[config.mk]
export PLATFORM = sky130hd
export DESIGN_NAME = slot_pool_allocator_unit
export DESIGN_NICKNAME = d
export VERILOG_FILES = /design/src/rtl/core/spa_pkg.sv /design/src/rtl/core/spa_link_mem.sv /design/src/rtl/core/spa_sequencer.sv /design/src/rtl/core/slot_pool_allocator_unit.sv
export SDC_FILE = /design/constraint.sdc
export NUM_CORES = 1
export LEC_CHECK = 0
export ABC_CLOCK_PERIOD_IN_PS = 5500
export BUFFER_PORTS_ARGS = -buffer_cell sky130_fd_sc_hd__buf_2
export CAP_MARGIN = 20
export CORE_ASPECT_RATIO = 0.5
export CORE_MARGIN = 4
export CORE_UTILIZATION = 55
export CTS_CLUSTER_SIZE = 14
export DETAILED_ROUTE_END_ITERATION = 12
export PLACE_DENSITY = 0.83
export SYNTH_ARGS = -nofsm -noshare
export SYNTH_HDL_FRONTEND = slang
export SYNTH_SLANG_ARGS = --single-unit
export TNS_END_PERCENT = 50
[constraint.sdc]
create_clock -name clk_i -period 5.5 [get_ports clk_i]
set_input_delay 0.825 -clock clk_i [delete_from_list [all_inputs] [get_ports clk_i]]
set_output_delay 0.825 -clock clk_i [all_outputs]
set_load 0.005 [all_outputs]
[src/rtl/core/spa_pkg.sv]
// Shared types, constants and the control program of the slot pool allocator.
`timescale 1ns / 1ps

package spa_pkg;

  // Pool geometry. A link holds a slot number or the null code, which equals SLOTS.
  localparam int unsigned SLOTS = 64;
  localparam int unsigned IDX_W = (SLOTS > 1) ? $clog2(SLOTS) : 1;
  localparam int unsigned LNK_W = $clog2(SLOTS + 1);
  localparam int unsigned CNT_W = $clog2(SLOTS + 1);
  localparam logic [LNK_W-1:0] NIL = LNK_W'(SLOTS);

  // Field widths of the stream payload and of the step counter.
  localparam int unsigned SLOT_W  = 6;
  localparam int unsigned STAT_W  = 2;
  localparam int unsigned UCNT_W  = 7;
  localparam int unsigned STEP_W  = 3;

  typedef enum logic [STAT_W-1:0] {
    ST_OK    = 2'd0,
    ST_EMPTY = 2'd1,
    ST_BAD   = 2'd2
  } status_e;

  // Datapath operation of one step.
  typedef enum logic [2:0] {
    OP_NONE,
    OP_AL_LINK,
    OP_AL_PUSH,
    OP_RL_UNLINK,
    OP_RL_PUSH
  } op_e;

  // Jump condition of one step.
  typedef enum logic [2:0] {
    JC_NEXT,
    JC_ALWAYS,
    JC_DISPATCH,
    JC_FREE_NIL,
    JC_NOT_USED,
    JC_OUT
  } jc_e;

  localparam logic [STEP_W-1:0] STEP_IDLE = 3'd0;
  localparam logic [STEP_W-1:0] STEP_A0   = 3'd1;
  localparam logic [STEP_W-1:0] STEP_A1   = 3'd2;
  localparam logic [STEP_W-1:0] STEP_A2   = 3'd3;
  localparam logic [STEP_W-1:0] STEP_R0   = 3'd4;
  localparam logic [STEP_W-1:0] STEP_R1   = 3'd5;
  localparam logic [STEP_W-1:0] STEP_R2   = 3'd6;
  localparam logic [STEP_W-1:0] STEP_DONE = 3'd7;

  typedef struct packed {
    logic              in_rdy;
    logic              rd_en;
    logic              rd_free;
    op_e               op;
    logic              out_load;
    jc_e               jc;
    logic [STEP_W-1:0] tgt;
  } ctl_t;

  typedef struct packed {
    logic acc;
    logic rel;
    logic free_nil;
    logic not_used;
    logic out_free;
  } cond_t;

  typedef struct packed {
    logic             we;
    logic [IDX_W-1:0] addr;
    logic [LNK_W-1:0] data;
  } lnk_wr_t;

  function automatic logic lnk_ok(input logic [LNK_W-1:0] x);
    return x < NIL;
  endfunction

  // Control store: one word per step.
  function automatic ctl_t ucode(input logic [STEP_W-1:0] pc);
    ctl_t w;
    w = '{in_rdy: 1'b0, rd_en: 1'b0, rd_free: 1'b0, op: OP_NONE, out_load: 1'b0,
          jc: JC_NEXT, tgt: STEP_IDLE};
    case (pc)
      STEP_IDLE: begin
        w.in_rdy = 1'b1;
        w.jc     = JC_DISPATCH;
        w.tgt    = STEP_R0;
      end
      STEP_A0: begin
        w.rd_en   = 1'b1;
        w.rd_free = 1'b1;
        w.jc      = JC_FREE_NIL;
        w.tgt     = STEP_DONE;
      end
      STEP_A1: begin
        w.op = OP_AL_LINK;
      end
      STEP_A2: begin
        w.op  = OP_AL_PUSH;
        w.jc  = JC_ALWAYS;
        w.tgt = STEP_DONE;
      end
      STEP_R0: begin
        w.rd_en = 1'b1;
        w.jc    = JC_NOT_USED;
        w.tgt   = STEP_DONE;
      end
      STEP_R1: begin
        w.op = OP_RL_UNLINK;
      end
      STEP_R2: begin
        w.op = OP_RL_PUSH;
      end
      STEP_DONE: begin
        w.out_load = 1'b1;
        w.jc       = JC_OUT;
        w.tgt      = STEP_IDLE;
      end
      default: begin
        w.jc  = JC_ALWAYS;
        w.tgt = STEP_IDLE;
      end
    endcase
    return w;
  endfunction

endpackage

[src/rtl/core/spa_link_mem.sv]
// Forward and backward link memories of the slot pool, with registered reads.
`timescale 1ns / 1ps

module spa_link_mem (
  input  logic                        clk_i,
  input  logic                        rst_ni,
  input  logic                        rd_en_i,
  input  logic [spa_pkg::IDX_W-1:0]   rd_addr_i,
  input  spa_pkg::lnk_wr_t            nxt_wr_i,
  input  spa_pkg::lnk_wr_t            prv_wr_i,
  output logic [spa_pkg::LNK_W-1:0]   nxt_rdata_o,
  output logic [spa_pkg::LNK_W-1:0]   prv_rdata_o
);

  logic [spa_pkg::LNK_W-1:0] nxt_mem [spa_pkg::SLOTS];
  logic [spa_pkg::LNK_W-1:0] prv_mem [spa_pkg::SLOTS];
  logic [spa_pkg::SLOTS-1:0] nxt_vld_q;

  logic [spa_pkg::LNK_W-1:0] nxt_rd_q;
  logic [spa_pkg::LNK_W-1:0] prv_rd_q;
  logic                      nxt_rv_q;
  logic [spa_pkg::IDX_W-1:0] rd_idx_q;

  always_ff @(posedge clk_i) begin
    if (nxt_wr_i.we) begin
      nxt_mem[nxt_wr_i.addr] <= nxt_wr_i.data;
    end
    if (prv_wr_i.we) begin
      prv_mem[prv_wr_i.addr] <= prv_wr_i.data;
    end
    if (rd_en_i) begin
      nxt_rd_q <= nxt_mem[rd_addr_i];
      prv_rd_q <= prv_mem[rd_addr_i];
      rd_idx_q <= rd_addr_i;
    end
  end

  // A forward link never written still holds its reset threading: the next index.
  always_ff @(posedge clk_i or negedge rst_ni) begin
    if (!rst_ni) begin
      nxt_vld_q <= '0;
      nxt_rv_q  <= 1'b0;
    end else begin
      if (nxt_wr_i.we) begin
        nxt_vld_q[nxt_wr_i.addr] <= 1'b1;
      end
      if (rd_en_i) begin
        nxt_rv_q <= nxt_vld_q[rd_addr_i];
      end
    end
  end

  assign nxt_rdata_o = nxt_rv_q ? nxt_rd_q
                                : spa_pkg::LNK_W'(rd_idx_q) + spa_pkg::LNK_W'(1);
  assign prv_rdata_o = prv_rd_q;

endmodule

[src/rtl/core/spa_sequencer.sv]
// Step counter and jump logic that walks the allocator's control program.
`timescale 1ns / 1ps

module spa_sequencer (
  input  logic          clk_i,
  input  logic          rst_ni,
  input  spa_pkg::cond_t cond_i,
  output spa_pkg::ctl_t  ctl_o,
  output logic          jmp_o
);

  logic [spa_pkg::STEP_W-1:0] pc_q;
  logic [spa_pkg::STEP_W-1:0] pc_d;
  spa_pkg::ctl_t              ctl;

  assign ctl = spa_pkg::ucode(pc_q);

  always_comb begin
    pc_d  = pc_q + spa_pkg::STEP_W'(1);
    jmp_o = 1'b0;
    case (ctl.jc)
      spa_pkg::JC_NEXT: begin
        jmp_o = 1'b0;
      end
      spa_pkg::JC_ALWAYS: begin
        jmp_o = 1'b1;
      end
      spa_pkg::JC_DISPATCH: begin
        if (!cond_i.acc) begin
          pc_d = pc_q;
        end else begin
          jmp_o = cond_i.rel;
        end
      end
      spa_pkg::JC_FREE_NIL: begin
        jmp_o = cond_i.free_nil;
      end
      spa_pkg::JC_NOT_USED: begin
        jmp_o = cond_i.not_used;
      end
      spa_pkg::JC_OUT: begin
        if (cond_i.out_free) begin
          jmp_o = 1'b1;
        end else begin
          pc_d = pc_q;
        end
      end
      default: begin
        jmp_o = 1'b1;
      end
    endcase
    if (jmp_o) begin
      pc_d = ctl.tgt;
    end
  end

  always_comb begin
    ctl_o = ctl;
  end

  always_ff @(posedge clk_i or negedge rst_ni) begin
    if (!rst_ni) begin
      pc_q <= spa_pkg::STEP_IDLE;
    end else begin
      pc_q <= pc_d;
    end
  end

endmodule

[src/rtl/core/slot_pool_allocator_unit.sv]
// Top level of the slot pool allocator: list heads, slot flags, count and output register.
`timescale 1ns / 1ps

// The block hands out and takes back slots of a fixed pool of 64.
// Requests arrive on the s_axis channel: tuser carries the request type (0 allocate,
// 1 release) and tdata the slot to release. Each request produces exactly one
// result on the m_axis channel with the slot granted or released, a status code
// (ok, pool empty, or release of a slot that is not allocated) and the number of
// allocated slots after the request.
// A small control program steps through each request: an allocate runs the steps
// A0, A1, A2 and DONE, a release the steps R0, R1, R2 and DONE, and a rejected
// request jumps from A0 or R0 straight to DONE, where the result is loaded.
// The step count is set by the single write port on each link memory: a release must
// patch both neighbors and then relink the slot itself.
// After reset the free list holds all slots in index order, slot 0 first, and no
// slot is allocated; no clearing pass is needed.
// The result waits in an output register. If the receiver stalls, the program
// holds in its final step until the register frees, and no new request is taken
// until then; nothing is lost or repeated.

module slot_pool_allocator_unit (
  input  logic        clk_i,
  input  logic        rst_ni,
  input  logic        s_axis_tvalid_i,
  output logic        s_axis_tready_o,
  input  logic [7:0]  s_axis_tdata_i,   // [5:0] slot_index, [7:6] zero
  input  logic        s_axis_tuser_i,   // [0] req_type
  output logic        m_axis_tvalid_o,
  input  logic        m_axis_tready_i,
  output logic [15:0] m_axis_tdata_o,   // [5:0] slot_out, [12:6] used_count, [15:13] zero
  output logic [1:0]  m_axis_tuser_o    // [1:0] status
);

  spa_pkg::ctl_t    ctl;
  spa_pkg::cond_t   cond;
  logic             jmp;
  logic             acc;

  // Pool state.
  logic [spa_pkg::LNK_W-1:0] free_head_q, free_head_d;
  logic [spa_pkg::LNK_W-1:0] used_head_q, used_head_d;
  logic [spa_pkg::CNT_W-1:0] count_q, count_d;
  logic [spa_pkg::SLOTS-1:0] in_use_q, in_use_d;

  // Working registers of the current request.
  logic [spa_pkg::LNK_W-1:0]  slot_q, slot_d;
  logic [spa_pkg::SLOT_W-1:0] res_slot_q, res_slot_d;
  logic                       rng_ok_q, rng_ok_d;
  spa_pkg::status_e           st_q, st_d;

  // Output register.
  logic                       m_vld_q, m_vld_d;
  logic [spa_pkg::SLOT_W-1:0] m_slot_q;
  logic [spa_pkg::UCNT_W-1:0] m_cnt_q;
  spa_pkg::status_e           m_st_q;

  // Link memories.
  logic [spa_pkg::IDX_W-1:0] rd_addr;
  spa_pkg::lnk_wr_t          nxt_wr;
  spa_pkg::lnk_wr_t          prv_wr;
  logic [spa_pkg::LNK_W-1:0] nxt_rdata;
  logic [spa_pkg::LNK_W-1:0] prv_rdata;

  logic [31:0] cnt_ext;
  logic        load;

  assign acc             = s_axis_tvalid_i && ctl.in_rdy;
  assign s_axis_tready_o = ctl.in_rdy;

  assign cond.acc      = acc;
  assign cond.rel      = s_axis_tuser_i;
  assign cond.free_nil = !spa_pkg::lnk_ok(free_head_q);
  assign cond.not_used = !rng_ok_q || !in_use_q[slot_q[spa_pkg::IDX_W-1:0]];
  assign cond.out_free = !m_vld_q || m_axis_tready_i;

  spa_sequencer u_seq (
    .clk_i  (clk_i),
    .rst_ni (rst_ni),
    .cond_i (cond),
    .ctl_o  (ctl),
    .jmp_o  (jmp)
  );

  assign rd_addr = ctl.rd_free ? free_head_q[spa_pkg::IDX_W-1:0]
                               : slot_q[spa_pkg::IDX_W-1:0];

  spa_link_mem u_mem (
    .clk_i       (clk_i),
    .rst_ni      (rst_ni),
    .rd_en_i     (ctl.rd_en),
    .rd_addr_i   (rd_addr),
    .nxt_wr_i    (nxt_wr),
    .prv_wr_i    (prv_wr),
    .nxt_rdata_o (nxt_rdata),
    .prv_rdata_o (prv_rdata)
  );

  // Datapath: each step's operation decides the link writes and head updates.
  always_comb begin
    free_head_d = free_head_q;
    used_head_d = used_head_q;
    count_d     = count_q;
    in_use_d    = in_use_q;
    slot_d      = slot_q;
    res_slot_d  = res_slot_q;
    rng_ok_d    = rng_ok_q;
    st_d        = st_q;
    nxt_wr      = '{we: 1'b0, addr: slot_q[spa_pkg::IDX_W-1:0], data: used_head_q};
    prv_wr      = '{we: 1'b0, addr: slot_q[spa_pkg::IDX_W-1:0], data: spa_pkg::NIL};

    if (acc) begin
      slot_d     = spa_pkg::LNK_W'(s_axis_tdata_i[spa_pkg::SLOT_W-1:0]);
      res_slot_d = s_axis_tdata_i[spa_pkg::SLOT_W-1:0];
      rng_ok_d   = 32'(s_axis_tdata_i[spa_pkg::SLOT_W-1:0]) < spa_pkg::SLOTS;
      st_d       = spa_pkg::ST_OK;
    end

    // The allocate path takes the free head as its working slot.
    if (ctl.rd_en && ctl.rd_free) begin
      slot_d     = free_head_q;
      res_slot_d = spa_pkg::SLOT_W'(free_head_q);
    end

    if (jmp && ctl.jc == spa_pkg::JC_FREE_NIL) begin
      st_d       = spa_pkg::ST_EMPTY;
      res_slot_d = '0;
    end
    if (jmp && ctl.jc == spa_pkg::JC_NOT_USED) begin
      st_d = spa_pkg::ST_BAD;
    end

    case (ctl.op)
      spa_pkg::OP_NONE: begin
        nxt_wr.we = 1'b0;
      end
      spa_pkg::OP_AL_LINK: begin
        // Pop the free list and point the new slot at the old allocated head.
        free_head_d = nxt_rdata;
        nxt_wr.we   = 1'b1;
        nxt_wr.data = used_head_q;
        prv_wr.we   = 1'b1;
        prv_wr.data = spa_pkg::NIL;
      end
      spa_pkg::OP_AL_PUSH: begin
        // Back link of the old allocated head, then the new head.
        prv_wr.we   = spa_pkg::lnk_ok(used_head_q);
        prv_wr.addr = used_head_q[spa_pkg::IDX_W-1:0];
        prv_wr.data = slot_q;
        used_head_d = slot_q;
        in_use_d[slot_q[spa_pkg::IDX_W-1:0]] = 1'b1;
        count_d     = count_q + spa_pkg::CNT_W'(1);
      end
      spa_pkg::OP_RL_UNLINK: begin
        // Join the neighbors of the released slot around it.
        if (used_head_q == slot_q) begin
          used_head_d = nxt_rdata;
        end
        prv_wr.we   = spa_pkg::lnk_ok(nxt_rdata);
        prv_wr.addr = nxt_rdata[spa_pkg::IDX_W-1:0];
        prv_wr.data = prv_rdata;
        nxt_wr.we   = spa_pkg::lnk_ok(prv_rdata);
        nxt_wr.addr = prv_rdata[spa_pkg::IDX_W-1:0];
        nxt_wr.data = nxt_rdata;
      end
      spa_pkg::OP_RL_PUSH: begin
        // Push the released slot on the front of the free list.
        nxt_wr.we   = 1'b1;
        nxt_wr.data = free_head_q;
        prv_wr.we   = 1'b1;
        prv_wr.data = spa_pkg::NIL;
        free_head_d = slot_q;
        in_use_d[slot_q[spa_pkg::IDX_W-1:0]] = 1'b0;
        count_d     = count_q - spa_pkg::CNT_W'(1);
      end
      default: begin
        nxt_wr.we = 1'b0;
      end
    endcase
  end

  assign cnt_ext = 32'(count_q);
  assign load    = ctl.out_load && cond.out_free;

  always_comb begin
    m_vld_d = m_vld_q;
    if (m_axis_tready_i) begin
      m_vld_d = 1'b0;
    end
    if (load) begin
      m_vld_d = 1'b1;
    end
  end

  always_ff @(posedge clk_i or negedge rst_ni) begin
    if (!rst_ni) begin
      free_head_q <= '0;
      used_head_q <= spa_pkg::NIL;
      count_q     <= '0;
      in_use_q    <= '0;
      m_vld_q     <= 1'b0;
    end else begin
      free_head_q <= free_head_d;
      used_head_q <= used_head_d;
      count_q     <= count_d;
      in_use_q    <= in_use_d;
      m_vld_q     <= m_vld_d;
    end
  end

  always_ff @(posedge clk_i) begin
    slot_q     <= slot_d;
    res_slot_q <= res_slot_d;
    rng_ok_q   <= rng_ok_d;
    st_q       <= st_d;
    if (load) begin
      m_slot_q <= res_slot_q;
      m_cnt_q  <= cnt_ext[spa_pkg::UCNT_W-1:0];
      m_st_q   <= st_q;
    end
  end

  assign m_axis_tvalid_o = m_vld_q;
  assign m_axis_tdata_o  = {3'b000, m_cnt_q, m_slot_q};
  assign m_axis_tuser_o  = m_st_q;

endmodule
==> impl_metrics.prom <==
# TYPE chip_impl_metric gauge
chip_impl_metric{name="grt-ovfl-total",unit=""} 0
chip_impl_metric{name="placed_insts",unit=""} 3841
chip_impl_metric{name="synth_seq_area_share",unit="%"} 72.0
chip_impl_metric{name="antenna_found_initial",unit=""} 3
chip_impl_metric{name="worstRegToRegCells",unit=""} 10
chip_impl_info{name="highest_layer",value="met4"} 1
chip_impl_metric{name="critical_path.max_stage_delay",unit="ns"} 0.87
chip_impl_metric{name="ratio_of_cells_with_drive_above_1_in_the_final_layout",unit="%"} 15.5
chip_impl_metric{name="worst_setup_hold_path_clk_slew",unit="ns"} 0.06
chip_impl_metric{name="drt_pre_antenna_iters",unit=""} 8
chip_impl_info{name="ctsRootBufferMaster",value="sky130_fd_sc_hd__clkbuf_16"} 1
chip_impl_info{name="critical_path.endpoint_type",value="register"} 1
chip_impl_metric{name="timing_max_transition_violations_final",unit=""} 0
chip_impl_metric{name="ff2ff_setup_slack",unit="ns"} 1.01
chip_impl_info{name="cp_cell_sequence",value="inv_1 > ha_1 > nand2_1 > nor2_1 > a21oi_2 > buf_4 > nor2_1 > a221o_1 > nand3b_1 > nor2_1"} 1
chip_impl_info{name="worstSetupStartpointType",value="register"} 1
chip_impl_metric{name="via_count",unit=""} 26900
chip_impl_metric{name="io_pins",unit=""} 33
chip_impl_info{name="post-synth-top-area-cell",value="sky130_fd_sc_hd__edfxtp_1"} 1
chip_impl_metric{name="synth_top_cell_area_share",unit="%"} 63.0
chip_impl_metric{name="ant_nets",unit=""} 0
chip_impl_metric{name="cp.buffers_inverters",unit=""} 2
chip_impl_info{name="cts_tree",value="built"} 1
chip_impl_metric{name="areaGrowthSynthToFinish",unit="%"} 9.51
chip_impl_info{name="min-delay-path-class",value="in2async"} 1
chip_impl_info{name="synth_top_cells_by_count",value="sky130_fd_sc_hd__edfxtp_1, sky130_fd_sc_hd__nand2_1, sky130_fd_sc_hd__nor2_1"} 1
chip_impl_metric{name="fp.dieW",unit="um"} 411
chip_impl_metric{name="finalSetupViolations",unit=""} 0
chip_impl_metric{name="die_area",unit="um2"} 86200
chip_impl_metric{name="cts_htree_levels",unit=""} 3
chip_impl_info{name="rsz0062_at_grt",value="no"} 1
chip_impl_info{name="cell_occurring_most_often_along_the_worst_timing_path",value="sky130_fd_sc_hd__nor2_1"} 1
chip_impl_metric{name="insertion_delay",unit="ns"} 0.67
chip_impl_metric{name="worst-slew-pin-transition",unit="ns"} 1.25
chip_impl_metric{name="dr_wl_met2",unit="um"} 52700
chip_impl_info{name="synth_most_common_cell",value="sky130_fd_sc_hd__edfxtp_1"} 1
chip_impl_metric{name="placed_area",unit="um2"} 46000
chip_impl_metric{name="clock-skew-final",unit="ns"} 0.0296
chip_impl_metric{name="layout_min_cycle_time",unit="ns"} 4.49
chip_impl_metric{name="power_per_cell_area",unit="nW/um2"} 589
chip_impl_metric{name="io_buffers",unit=""} 27
chip_impl_metric{name="coreArea",unit="um2"} 80000
chip_impl_metric{name="initial_utilization",unit="%"} 55.9
chip_impl_metric{name="fill_cells",unit=""} 5386
chip_impl_info{name="crit_slowest_cell",value="sky130_fd_sc_hd__nor2_1"} 1
chip_impl_metric{name="wl_met1",unit="um"} 39300
chip_impl_metric{name="timing_hold_violations_final",unit=""} 0
chip_impl_metric{name="globalRouteTotalUtil",unit="%"} 25.6
chip_impl_metric{name="critical_path_arrival",unit="ns"} 4.78
chip_impl_metric{name="gp_congestion",unit=""} 0.930
chip_impl_metric{name="drt-initial-drc-count",unit=""} 4808
chip_impl_metric{name="peakVddDrop",unit="uV"} 502
chip_impl_metric{name="achievable-frequency",unit="MHz"} 223
chip_impl_info{name="synth_area_leaders",value="sky130_fd_sc_hd__edfxtp_1, sky130_fd_sc_hd__dfrtp_1, sky130_fd_sc_hd__mux4_2, sky130_fd_sc_hd__nand2_1, sky130_fd_sc_hd__a21oi_1"} 1
chip_impl_metric{name="remaining_drc_errors",unit=""} 0
chip_impl_metric{name="post_cts_buffers",unit=""} 0
chip_impl_info{name="outcome",value="complete, no violations"} 1
chip_impl_metric{name="synth_area_per_cell",unit="um2"} 15.6
chip_impl_metric{name="crit_required",unit="ns"} 5.79
chip_impl_metric{name="nets",unit=""} 2883
chip_impl_metric{name="post_synth_num_cell_types",unit=""} 65
chip_impl_metric{name="cts_made_buffers",unit=""} 94
chip_impl_metric{name="final_cell_area",unit="um2"} 49000
chip_impl_metric{name="die-height",unit="um"} 210
chip_impl_info{name="most_used_dff_post_synth",value="sky130_fd_sc_hd__edfxtp_1"} 1
chip_impl_metric{name="vias_per_cell",unit=""} 6.71
chip_impl_metric{name="post_drt_wl_per_cell",unit="um"} 27.6
chip_impl_metric{name="async_flop_share",unit="%"} 14.0
chip_impl_metric{name="global_route_wire_length_before_repair",unit="um"} 167000
chip_impl_metric{name="rows",unit=""} 73
chip_impl_metric{name="ys_seq_elements",unit=""} 1100
chip_impl_info{name="crit-reg2reg-launch",value="u_seq.pc_q[1]"} 1
chip_impl_metric{name="post_cts_hold_buffer_count",unit=""} 0
chip_impl_info{name="crit-reg2reg-capture",value="u_mem.prv_mem[3][6]"} 1
chip_impl_metric{name="max-clock-path-buffers",unit=""} 3
chip_impl_metric{name="wl",unit="um"} 111000
chip_impl_metric{name="grt_start_max_net_pins",unit=""} 110
chip_impl_metric{name="crit_fanout",unit=""} 21
chip_impl_metric{name="detailed_place_hpwl",unit="um"} 63200
chip_impl_metric{name="synthesis.instances",unit=""} 2865
chip_impl_info{name="critPathTopFamily",value="simple AND/OR/NAND/NOR gates"} 1
chip_impl_metric{name="cts_resized",unit=""} 0
chip_impl_metric{name="yosysWarnings",unit=""} 0
chip_impl_info{name="criticalPathCategory",value="reg2reg"} 1
chip_impl_metric{name="route.met3.wl",unit="um"} 13800
chip_impl_metric{name="cts_num_sinks",unit=""} 1100
chip_impl_metric{name="final_cell_count_no_fill",unit=""} 4011
chip_impl_metric{name="vias_in_the_first_global_route",unit=""} 26500
chip_impl_metric{name="fin_crit_sh",unit="%"} 81.6
chip_impl_metric{name="setup_tns",unit="ns"} 0
chip_impl_metric{name="cap_violations",unit=""} 0
chip_impl_metric{name="max-slew-margin-rel",unit="%"} 17.0
chip_impl_metric{name="p_leak",unit="nW"} 16.5
chip_impl_metric{name="count_of_flip_flops_with_a_built_in_enable_after_synthesis",unit=""} 938
chip_impl_metric{name="post_synth_instance_area",unit="um2"} 44700
-- through the flow --
stage          power, mW  setup WS [ns]  hold slack [ns]  util (%)
6_report            28.8           1.01            0.262      61.2
5_1_grt             29.9          0.928            0.352      61.2
4_1_cts             28.5           1.19            0.329      61.0
3_5_place_dp        22.0           1.25            0.425      57.5
3_3_place_gp        21.6           1.30            0.417      57.5
2_1_floorplan       18.6          0.762            0.408         -
-- area by class of cell --
class / count / area [um2] / area share [%]
repair buffers: 91 / 729 / 1.49
clock inverters: 23 / 258 / 0.527
inverters: 19 / 78.8 / 0.161
diodes: 2 / 5.00 / 0.0102
clock buffers: 138 / 2590 / 5.29
well taps: 1087 / 1360 / 2.78
multi-input cells: 1551 / 11800 / 24.0
flip-flops and latches: 1100 / 32200 / 65.7
-- report_power, final --
group	internal, mW	switching, mW	total [mW]
Clock	3.49	2.90	6.39
Sequential	11.3	0.667	11.9
Combinational	3.49	7.01	10.5
Total	18.2	10.6	28.8
-- layout by cell type (no fill, tap or decap), types with 12 or more instances in the layout --
cell                        netlist  final
sky130_fd_sc_hd__a31oi_1         36     35
sky130_fd_sc_hd__dfrtp_1        153    153
sky130_fd_sc_hd__a21oi_1        149    144
sky130_fd_sc_hd__buf_2           23     26
sky130_fd_sc_hd__nand2b_1        27     26
sky130_fd_sc_hd__o21ai_0         68     66
sky130_fd_sc_hd__clkbuf_1       138     39
sky130_fd_sc_hd__nor3_1          16     15
sky130_fd_sc_hd__mux4_2         168    168
sky130_fd_sc_hd__o22ai_1         22     22
sky130_fd_sc_hd__mux2i_1         59     58
sky130_fd_sc_hd__o31ai_1         26     25
sky130_fd_sc_hd__a22oi_1         60     60
sky130_fd_sc_hd__edfxtp_1       938    938
sky130_fd_sc_hd__o2111ai_1       59     59
sky130_fd_sc_hd__buf_4            9     55
sky130_fd_sc_hd__clkbuf_16        0     96
sky130_fd_sc_hd__xnor2_1         14     14
sky130_fd_sc_hd__nand3_1        129    129
sky130_fd_sc_hd__nor2_1         189    189
sky130_fd_sc_hd__nand2_1        311    309
sky130_fd_sc_hd__inv_1           17     17
sky130_fd_sc_hd__or2_2           36     36
sky130_fd_sc_hd__or4_1           14     14
sky130_fd_sc_hd__ha_1            12     12
sky130_fd_sc_hd__o21bai_1        34     34
-- logic make-up (layout without fill, tap and decap cells) --
group | after synthesis | count (layout) | synth area share [%]
AOI/OAI and AO/OA | 513 | 513 | 7.58
and+or+nand+nor | 774 | 774 | 7.78
buffers and inverters | 216 | 271 | 2.04
DFF | 1100 | 1100 | 72.0
other | 1 | 5 | 0.00839
xor gates and xnor gates | 18 | 18 | 0.353
adders and majority gates | 13 | 13 | 0.381
muxes | 230 | 230 | 9.86
-- flip-flops by register name (all words and copies together) (netlist names), named ones only --
signal and flops:
u_mem.nxt_mem 448, u_mem.nxt_vld_q 64, u_mem.nxt_rv_q 1, st_q 2, count_q 7, m_slot_q 6
free_head_q 7, u_mem.prv_mem 448, slot_q 7, u_mem.nxt_rd_q 7, u_mem.prv_rdata_o 7, res_slot_q 6
m_cnt_q 7, m_axis_tvalid_o 1, u_seq.pc_q 3, used_head_q 7, m_axis_tuser_o 2, u_mem.rd_idx_q 6
-- worst register-to-register path: stages (launching register included) --
cell                       delay [ns]
sky130_fd_sc_hd__dfrtp_1         0.47
sky130_fd_sc_hd__inv_1           0.13
sky130_fd_sc_hd__ha_1            0.29
sky130_fd_sc_hd__nand2_1         0.15
sky130_fd_sc_hd__nor2_1          0.09
sky130_fd_sc_hd__a21oi_2         0.43
sky130_fd_sc_hd__buf_4           0.37
sky130_fd_sc_hd__nor2_1          0.12
sky130_fd_sc_hd__a221o_1         0.48
sky130_fd_sc_hd__nand3b_1        0.73
sky130_fd_sc_hd__nor2_1          0.88
-- routing by layer --
layer,vias up,track usage [%]
met5,-,0
met4,0,10.3
met2,2049,41.1
li1,11100,-
met1,13400,33.7
met3,404,7.02
-- worst max path at each step --
stage	start	endpoint	slack, ns	depth (start not counted)
6_report	u_seq.pc_q[1]	u_mem.prv_mem[3][6]	1.01	10
5_1_grt	u_seq.pc_q[1]	u_mem.prv_rdata_o[5]	0.93	10
4_1_cts	u_seq.pc_q[1]	u_mem.nxt_rd_q[6]	1.19	10
3_5_place_dp	u_seq.pc_q[1]	u_mem.prv_rdata_o[5]	1.25	10
3_3_place_gp	u_seq.pc_q[1]	u_mem.prv_rdata_o[1]	1.30	10
2_1_floorplan	u_seq.pc_q[0]	u_mem.prv_mem[0][0]	0.76	8
No activity file was read; power rests on OpenSTA's default activity.
